[src/rtl/core/ced_pkg.sv]
// ---------------------------------------------------------------------------
// ced_pkg: shared types and constants for the C escape decoder
// Result word layout, push bundle between decoder and output queue, sizes.
// ---------------------------------------------------------------------------
package ced_pkg;

    // default width of the decoded length counter
    localparam int LENGTH_BITS_DEF = 16;

    // output queue depth (power of two, at least 2)
    localparam int QUEUE_DEPTH = 4;

    // width of the decoded length field on the result port
    localparam int LEN_OUT_W = 16;

    // one result word
    typedef struct packed {
        logic [7:0]           data_byte;
        logic                 is_end;
        logic [LEN_OUT_W-1:0] length;
    } result_t;

    // up to two result words produced by one input word
    typedef struct packed {
        logic [1:0] num;
        result_t    r0;
        result_t    r1;
    } push_t;

endpackage

[src/rtl/core/ced_decode.sv]
// ---------------------------------------------------------------------------
// ced_decode: escape decoding state machine
// Decodes one raw byte per taken word from the registered mode, numeric
// accumulator and length count; yields up to two result words.
// ---------------------------------------------------------------------------
module ced_decode #(
    parameter int LENGTH_BITS = ced_pkg::LENGTH_BITS_DEF
) (
    input  logic           clk,
    input  logic           rst_n,
    input  logic           take,
    input  logic [7:0]     char_byte,
    input  logic           end_mark,
    output ced_pkg::push_t push
);
    import ced_pkg::*;

    localparam logic [7:0] CH_0     = 8'h30;
    localparam logic [7:0] CH_7     = 8'h37;
    localparam logic [7:0] CH_9     = 8'h39;
    localparam logic [7:0] CH_X     = 8'h78;
    localparam logic [7:0] CH_LA    = 8'h61;
    localparam logic [7:0] CH_LF    = 8'h66;
    localparam logic [7:0] CH_UA    = 8'h41;
    localparam logic [7:0] CH_UF    = 8'h46;
    localparam logic [7:0] CH_BSL   = 8'h5c;
    localparam logic [7:0] CH_QUOTE = 8'h22;
    localparam logic [7:0] CH_A     = 8'h61;
    localparam logic [7:0] CH_B     = 8'h62;
    localparam logic [7:0] CH_F     = 8'h66;
    localparam logic [7:0] CH_N     = 8'h6e;
    localparam logic [7:0] CH_R     = 8'h72;
    localparam logic [7:0] CH_T     = 8'h74;
    localparam logic [7:0] CH_V     = 8'h76;

    localparam logic [LENGTH_BITS-1:0] CNT_MAX = '1;
    localparam logic [LENGTH_BITS-1:0] CNT_ONE = LENGTH_BITS'(1);

    typedef enum logic [2:0] {
        MODE_NORMAL,
        MODE_ESC,
        MODE_OCT1,
        MODE_OCT2,
        MODE_HEX
    } mode_t;

    mode_t                  mode_reg, mode_next;
    logic [7:0]             acc_reg, acc_next;
    logic [LENGTH_BITS-1:0] cnt_reg, cnt_next;

    logic [LENGTH_BITS-1:0] cnt1, cnt2;
    logic                   is_oct, is_bsl, hex_ok;
    logic [3:0]             hex_val;
    logic [7:0]             oct_acc, hex_acc;
    logic [7:0]             e0, e1;
    logic [1:0]             num;

    // digit classification
    always_comb
    begin
        is_oct  = (char_byte >= CH_0) && (char_byte <= CH_7);
        is_bsl  = (char_byte == CH_BSL);
        hex_val = char_byte[3:0];
        hex_ok  = 1'b0;
        if ((char_byte >= CH_0) && (char_byte <= CH_9))
        begin
            hex_ok = 1'b1;
        end
        else if (((char_byte >= CH_LA) && (char_byte <= CH_LF)) ||
                 ((char_byte >= CH_UA) && (char_byte <= CH_UF)))
        begin
            // low nibble of a..f / A..F is 1..6
            hex_ok  = 1'b1;
            hex_val = char_byte[3:0] + 4'd9;
        end
        oct_acc = {acc_reg[4:0], char_byte[2:0]};
        hex_acc = {acc_reg[3:0], hex_val};
    end

    // saturating counts after one and two emitted bytes
    always_comb
    begin
        cnt1 = (cnt_reg == CNT_MAX) ? cnt_reg : cnt_reg + CNT_ONE;
        cnt2 = (cnt1 == CNT_MAX) ? cnt1 : cnt1 + CNT_ONE;
    end

    // next state and emitted bytes
    always_comb
    begin
        mode_next = mode_reg;
        acc_next  = acc_reg;
        num       = 2'd0;
        e0        = 8'h00;
        e1        = 8'h00;
        unique case (mode_reg)
            MODE_ESC:
            begin
                mode_next = MODE_NORMAL;
                if (is_oct)
                begin
                    acc_next  = {5'd0, char_byte[2:0]};
                    mode_next = MODE_OCT1;
                end
                else if (char_byte == CH_X)
                begin
                    acc_next  = 8'h00;
                    mode_next = MODE_HEX;
                end
                else
                begin
                    num = 2'd1;
                    unique case (char_byte)
                        CH_A:              e0 = 8'd7;
                        CH_B:              e0 = 8'd8;
                        CH_F:              e0 = 8'd12;
                        CH_N:              e0 = 8'd10;
                        CH_R:              e0 = 8'd13;
                        CH_T:              e0 = 8'd9;
                        CH_V:              e0 = 8'd11;
                        CH_QUOTE, CH_BSL:  e0 = char_byte;
                        default:
                        begin
                            // unknown escape keeps its backslash
                            num = 2'd2;
                            e0  = CH_BSL;
                            e1  = char_byte;
                        end
                    endcase
                end
            end
            MODE_OCT1, MODE_OCT2:
            begin
                if (is_oct)
                begin
                    acc_next = oct_acc;
                    if (mode_reg == MODE_OCT1)
                    begin
                        mode_next = MODE_OCT2;
                    end
                    else
                    begin
                        mode_next = MODE_NORMAL;
                        num       = 2'd1;
                        e0        = oct_acc;
                    end
                end
                else
                begin
                    // flush value, then the byte as ordinary
                    e0        = acc_reg;
                    e1        = char_byte;
                    num       = is_bsl ? 2'd1 : 2'd2;
                    mode_next = is_bsl ? MODE_ESC : MODE_NORMAL;
                end
            end
            MODE_HEX:
            begin
                if (hex_ok)
                begin
                    acc_next = hex_acc;
                end
                else
                begin
                    e0        = acc_reg;
                    e1        = char_byte;
                    num       = is_bsl ? 2'd1 : 2'd2;
                    mode_next = is_bsl ? MODE_ESC : MODE_NORMAL;
                end
            end
            default:
            begin
                e0        = char_byte;
                num       = is_bsl ? 2'd0 : 2'd1;
                mode_next = is_bsl ? MODE_ESC : MODE_NORMAL;
            end
        endcase

        // result words and count
        push.num          = num;
        push.r0.data_byte = e0;
        push.r0.is_end    = 1'b0;
        push.r0.length    = LEN_OUT_W'(cnt1);
        push.r1.data_byte = e1;
        push.r1.is_end    = 1'b0;
        push.r1.length    = LEN_OUT_W'(cnt2);
        case (num)
            2'd1:    cnt_next = cnt1;
            2'd2:    cnt_next = cnt2;
            default: cnt_next = cnt_reg;
        endcase

        // terminator: flush pending numeric escape, report length
        if (end_mark)
        begin
            mode_next = MODE_NORMAL;
            acc_next  = 8'h00;
            cnt_next  = '0;
            if ((mode_reg == MODE_OCT1) || (mode_reg == MODE_OCT2) ||
                (mode_reg == MODE_HEX))
            begin
                push.num          = 2'd2;
                push.r0.data_byte = acc_reg;
                push.r0.is_end    = 1'b0;
                push.r0.length    = LEN_OUT_W'(cnt1);
                push.r1.data_byte = 8'h00;
                push.r1.is_end    = 1'b1;
                push.r1.length    = LEN_OUT_W'(cnt1);
            end
            else
            begin
                push.num          = 2'd1;
                push.r0.data_byte = 8'h00;
                push.r0.is_end    = 1'b1;
                push.r0.length    = LEN_OUT_W'(cnt_reg);
            end
        end
    end

    // state registers
    always_ff @(posedge clk or negedge rst_n)
    begin
        if (!rst_n)
        begin
            mode_reg <= MODE_NORMAL;
            acc_reg  <= 8'h00;
            cnt_reg  <= '0;
        end
        else if (take)
        begin
            mode_reg <= mode_next;
            acc_reg  <= acc_next;
            cnt_reg  <= cnt_next;
        end
    end

    // a terminator always leaves a fresh string state
    a_end_clears: assert property (@(posedge clk) disable iff (!rst_n)
        take && end_mark |=> (mode_reg == MODE_NORMAL) && (cnt_reg == '0))
        else $error("state not cleared after terminator");

    // a terminator always yields its end word
    a_end_pushes: assert property (@(posedge clk) disable iff (!rst_n)
        take && end_mark |-> (push.num != 2'd0) &&
            ((push.num == 2'd1) ? push.r0.is_end : push.r1.is_end))
        else $error("terminator without end word");

    // count only moves when a word is taken
    a_cnt_hold: assert property (@(posedge clk) disable iff (!rst_n)
        !take |=> $stable(cnt_reg) && $stable(acc_reg))
        else $error("decode state moved without a word");

endmodule

[src/rtl/core/ced_outq.sv]
// ---------------------------------------------------------------------------
// ced_outq: result queue
// Small FIFO, up to two results in and one out per cycle unless stalled.
// ---------------------------------------------------------------------------
module ced_outq (
    input  logic             clk,
    input  logic             rst_n,
    input  logic             push_en,
    input  ced_pkg::push_t   push,
    output logic             room,
    output logic             result_valid,
    input  logic             result_stall,
    output ced_pkg::result_t head
);
    import ced_pkg::*;

    localparam int PTR_W = $clog2(QUEUE_DEPTH);
    localparam int CNT_W = $clog2(QUEUE_DEPTH + 1);
    localparam logic [CNT_W-1:0] ROOM_LIMIT = CNT_W'(QUEUE_DEPTH - 2);
    localparam logic [CNT_W-1:0] DEPTH_C    = CNT_W'(QUEUE_DEPTH);

    result_t          mem_reg [QUEUE_DEPTH];
    logic [PTR_W-1:0] wptr_reg, wptr_next, rptr_reg, rptr_next;
    logic [CNT_W-1:0] cnt_reg, cnt_next;
    logic [1:0]       push_num;
    logic             pop;

    // handshake and pointers
    always_comb
    begin
        push_num     = push_en ? push.num : 2'd0;
        result_valid = (cnt_reg != '0);
        pop          = result_valid && !result_stall;
        room         = (cnt_reg <= ROOM_LIMIT);
        head         = mem_reg[rptr_reg];
        wptr_next    = wptr_reg + PTR_W'(push_num);
        rptr_next    = rptr_reg + PTR_W'(pop);
        cnt_next     = cnt_reg + CNT_W'(push_num) - CNT_W'(pop);
    end

    // storage
    always_ff @(posedge clk)
    begin
        if (push_num != 2'd0)
        begin
            mem_reg[wptr_reg] <= push.r0;
        end
        if (push_num == 2'd2)
        begin
            mem_reg[wptr_reg + PTR_W'(1)] <= push.r1;
        end
    end

    // control
    always_ff @(posedge clk or negedge rst_n)
    begin
        if (!rst_n)
        begin
            wptr_reg <= '0;
            rptr_reg <= '0;
            cnt_reg  <= '0;
        end
        else
        begin
            wptr_reg <= wptr_next;
            rptr_reg <= rptr_next;
            cnt_reg  <= cnt_next;
        end
    end

    a_no_overflow: assert property (@(posedge clk) disable iff (!rst_n)
        (push_num != 2'd0) |-> (cnt_reg <= DEPTH_C - CNT_W'(push_num)))
        else $error("queue overflow");

    a_fill_bound: assert property (@(posedge clk) disable iff (!rst_n)
        cnt_reg <= DEPTH_C)
        else $error("queue fill out of range");

    a_fill_track: assert property (@(posedge clk) disable iff (!rst_n)
        1'b1 |=> cnt_reg == $past(cnt_reg) + CNT_W'($past(push_num))
                            - CNT_W'($past(pop)))
        else $error("queue fill mismatch");

endmodule

[src/rtl/core/c_escape_decoder.sv]
// ---------------------------------------------------------------------------
// c_escape_decoder: C escape sequence decoder, one string byte per word
// Path: an accepted input word is held in the input register, then decoded
//   into the result queue, whose head drives the result outputs.
// Throughput: one input word per cycle while the result queue has room; the
//   single output port sets the rate when words produce two results.
// Reset: asynchronous, clears decode mode, accumulator, length and queue.
// ---------------------------------------------------------------------------
module c_escape_decoder #(
    parameter int LENGTH_BITS = ced_pkg::LENGTH_BITS_DEF
) (
    input  logic                          clk,
    input  logic                          rst_n,
    input  logic                          item_valid,
    output logic                          item_stall,
    input  logic [7:0]                    char_byte,
    input  logic                          end_mark,
    output logic                          result_valid,
    input  logic                          result_stall,
    output logic [7:0]                    out_byte,
    output logic                          is_end,
    output logic [ced_pkg::LEN_OUT_W-1:0] decoded_length
);
    import ced_pkg::*;

    logic       stage_valid_reg;
    logic [7:0] stage_byte_reg;
    logic       stage_end_reg;
    logic       room, advance, accept;
    push_t      push;
    result_t    head;

    // input register advances when the queue can take two words
    always_comb
    begin
        advance    = stage_valid_reg && room;
        item_stall = stage_valid_reg && !room;
        accept     = item_valid && !item_stall;
    end

    always_ff @(posedge clk or negedge rst_n)
    begin
        if (!rst_n)
        begin
            stage_valid_reg <= 1'b0;
        end
        else if (accept)
        begin
            stage_valid_reg <= 1'b1;
        end
        else if (advance)
        begin
            stage_valid_reg <= 1'b0;
        end
    end

    always_ff @(posedge clk)
    begin
        if (accept)
        begin
            stage_byte_reg <= char_byte;
            stage_end_reg  <= end_mark;
        end
    end

    ced_decode #(
        .LENGTH_BITS (LENGTH_BITS)
    ) u_decode (
        .clk       (clk),
        .rst_n     (rst_n),
        .take      (advance),
        .char_byte (stage_byte_reg),
        .end_mark  (stage_end_reg),
        .push      (push)
    );

    ced_outq u_outq (
        .clk          (clk),
        .rst_n        (rst_n),
        .push_en      (advance),
        .push         (push),
        .room         (room),
        .result_valid (result_valid),
        .result_stall (result_stall),
        .head         (head)
    );

    // result fields
    assign out_byte       = head.data_byte;
    assign is_end         = head.is_end;
    assign decoded_length = head.length;

endmodule
[config.mk]
export PLATFORM = sky130hd
export DESIGN_NAME = c_escape_decoder
export DESIGN_NICKNAME = d
export VERILOG_FILES = /design/src/rtl/core/ced_pkg.sv /design/src/rtl/core/ced_decode.sv /design/src/rtl/core/ced_outq.sv /design/src/rtl/core/c_escape_decoder.sv
export SDC_FILE = /design/constraint.sdc
export NUM_CORES = 1
export LEC_CHECK = 0
export ABC_CLOCK_PERIOD_IN_PS = 9000
export BUFFER_PORTS_ARGS = -buffer_cell sky130_fd_sc_hd__buf_4
export CAP_MARGIN = 10
export CORE_ASPECT_RATIO = 0.5
export CORE_MARGIN = 1
export CORE_UTILIZATION = 35
export DETAILED_ROUTE_END_ITERATION = 8
export SYNTH_ARGS = -nofsm -noshare
export SYNTH_HDL_FRONTEND = slang
export SYNTH_SLANG_ARGS = --single-unit
[constraint.sdc]
create_clock -name clk -period 9 [get_ports clk]
set_input_delay 1.35 -clock clk [delete_from_list [all_inputs] [get_ports clk]]
set_output_delay 1.35 -clock clk [all_outputs]
set_load 0.05 [all_outputs]
==> key figures <==
Outcome
  • Status: completed

Worst setup path
  • Setup CP Type: reg2reg
  • Delay-heaviest family, CP: simple AND/OR/NAND/NOR gates
  • CP peak stage delay: 0.77 ns
  • Crit Path Max Fanout: 26
  • Worst path cell trace: nor2b_1 -> nor2_1 -> nand2_1 -> nand3_1 -> a21oi_1 -> nor2_1 -> buf_4 -> o31ai_4 -> buf_4
  • Slowest cell on the critical path: nand2_1
  • Critical Path RT: 9.08 ns
  • Worst R2R Path Depth: 9
  • R2r endpoint: u_outq.mem_reg[2][4]
  • Buf/Inv on CP: 2
  • Critical Path AT: 4.57 ns
  • R2R Path Start: u_decode.mode_reg[2]
  • Critical Path Source Type: flip-flop
  • FF-to-FF setup slack: 4.52 ns
  • Crit end category: flip-flop

CTS
  • Root buf cell: clkbuf_16
  • Cts bufs inserted: 17
  • CTS-repair resized insts: 0
  • Hold-fix buffers, CTS: 0
  • Clock transition at path regs: 0.06 ns
  • Worst-Skew Late Latency: 0.44 ns
  • Total setup buffers inserted after CTS: 0
  • Max Buffers Root-to-Sink: 2
  • Clock sinks: 144
  • H-Tree Depth: 4
  • CTS tree: done

Logic synthesis
  • Post-synth EDFFs: 109
  • YS warnings: 0
  • Post-synth ARST share: 24.3%
  • Synth top area share: 35.2%
  • Top FF cell, synth: edfxtp_1
  • Largest area contributor in the netlist: edfxtp_1
  • Synth area leaders: edfxtp_1 (35%), dfrtp_1 (9.4%), mux4_2 (6.1%), mux2i_1 (5.8%), a21oi_1 (3.9%)
  • Cell area after synthesis: 9290 um^2
  • Yosys reg bits: 144
  • Mapped Cells: 866
  • Mapped Avg Cell Area: 10.7 um^2
  • Mapped Nets: 891
  • Sequential element share of the synthesized area: 44.7%
  • Distinct cells, synth: 96

Route
  • 1st-iter DRT viols: 775
  • Wirelength per Cell: 21.0 um
  • Via density: 6.08
  • Detail Route Antenna Nets: 0
  • Via count: 7490
  • DRT Pass-1 Iters: 8
  • Final wirelength: 25800 um
  • DRC errors left: 0

Power and ir drop
  • Clock power frac: 22.4%
  • Sw frac: 42.1%
  • Int Pwr: 0.00174 W
  • PwrDens: 290 nW/um^2
  • Reg power frac: 35.4%
  • P_sw: 0.00127 W
  • Maximum vdd ir drop: 0.132 mV
  • Static leakage: 3.94 nW
  • Gate power share: 42.2%

Timing
  • Clock skew: 0.0132 ns
  • Achievable frequency: 223 MHz
  • Worst-margin pin slew: 1.07 ns
  • Min Tclk post-route: 4.48 ns
  • Worst slew margin: 26.6%
  • Final setup viols: 0
  • RSZ-0062 raised after global routing: no
  • TNS Setup: 0 ns
  • Final-report hold violation count: 0
  • Tcrit/Tclk final: 49.8%
  • Min setup slack post-route: 4.52 ns
  • Slew Viols, Final: 0

Worst hold path
  • Hold path start: u_outq.cnt_reg[2]
  • Hold Path Class: reg2reg
  • Hold EP: u_outq.cnt_reg[2]
  • Worst hold stages: 1

Placed design
  • IO Port Bufs: 39
  • Pre-CTS setup slack: 4.54 ns
  • Post-DP HPWL: 17700 um
  • Placer Congestion: 1.02

Finish
  • Number of flip-flops under the largest register name: 100
  • Commonest cells after routing, fill and taps aside: edfxtp_1 (109), a21oi_1 (73), nor2_1 (63)
  • Synth-to-layout area growth: 11.9%
  • Ratio of cells with drive above 1 in the final layout: 17.8%
  • Fin util: 40.5%
  • Fin nets: 899
  • Commonest non-fill, non-tap cell in the layout: edfxtp_1
  • Number of inserted diodes: 0

Floorplan
  • Core area: 25600 um^2
  • Die Y: 117 um
  • Starting Density: 36.2%
  • Ports: 40
  • Chip width: 232 um
  • Std cell rows: 41
  • Die area: 27200 um^2

Global routing
  • Largest net degree at the start of global routing: 36
  • Initial antenna violation count: 0
  • First-pass GRT wire length: 40200 um
  • Tot GR Track Use: 19.5%
  • GRT overflow: 0
  • Vias in the first global route: 7031

Flow run
  • Max-Cap Viols: 0
[power groups by stage]
stage          Sequential (W)  Combinational (W)  Clock (W)
3_5_place_dp          0.00108            0.00128          0
4_1_cts               0.00107            0.00128   0.000684
5_1_grt               0.00109            0.00136   0.000711
6_report              0.00107            0.00127   0.000674
3_3_place_gp          0.00107            0.00126          0
2_1_floorplan        0.000978           0.000986          0
[cells by family (layout without fill, tap and decap cells)]
logic type / Yosys count / count (layout) / share of synthesized area (%)
AND/OR/NAND/NOR: 267 / 267 / 15.6
multiplexers: 87 / 87 / 12.9
AO/OA/AOI/OAI: 237 / 237 / 17.5
adder cells (fa/ha/maj): 12 / 12 / 1.70
XOR/XNOR: 34 / 34 / 3.29
flip-flops: 144 / 144 / 44.7
buffers and inverters: 85 / 106 / 4.38
[per-stage QoR]
stage	instance area, um^2	total power (W)	cells	hold WS [ns]
final	10400	0.00301	1231	0.534
after global routing	10400	0.00316	1231	0.551
after CTS	10400	0.00303	1231	0.535
after detailed placement	9850	0.00236	1199	0.510
after global placement	9850	0.00234	1199	0.485
after floorplan	9290	0.00196	866	0.462
[worst reg2reg max path, delay by kind of cell (launching register included)]
kind	cells	cell delay [ns]
DFF	1	0.46
AOI/OAI and AO/OA	2	0.77
buffers and inverters	2	0.65
and+or+nand+nor	5	2.24
[final cells by class]
type	instances	area, um^2
well taps	344	430
repair buffers	56	420
clock buffers	20	437
clock inverters	12	109
multi-input cells	637	4780
flip-flops and latches	144	4150
inverters	18	67.6
fillers	2445	15300
[worst max-delay path by stage]
| stage | cells past startpoint | to | slack, ns | startpoint |
|---|---|---|---|---|
| 2_1_floorplan | 10 | u_outq.mem_reg[0][0] | 4.21 | stage_byte_reg[0] |
| 3_3_place_gp | 9 | u_outq.mem_reg[2][0] | 4.71 | u_decode.mode_reg[2] |
| 3_5_place_dp | 9 | u_outq.mem_reg[2][0] | 4.54 | u_decode.mode_reg[1] |
| 4_1_cts | 9 | u_outq.mem_reg[2][21] | 4.52 | u_decode.mode_reg[2] |
| 5_1_grt | 9 | u_outq.mem_reg[2][4] | 4.04 | u_decode.mode_reg[2] |
| 6_report | 9 | u_outq.mem_reg[2][4] | 4.52 | u_decode.mode_reg[2] |
[cells in the mapped netlist, drive strengths merged, types with 13 or more instances]
library cell  count
buf              33
inv              17
a21oi            73
nor3             24
o21ai            48
clkbuf           34
a31oi            13
edfxtp          109
nand2            60
dfrtp            35
xnor2            22
mux4             25
nor2             65
nand3            28
nand4            16
mux2i            54
[routing by layer]
metal  share of wire (%)  GRT usage, %
met1                  43          25.3
met2                  47          31.9
met3                 7.1          4.51
met4                 3.1          7.41
met5                   0             0
(Power assumes the default switching activity.)
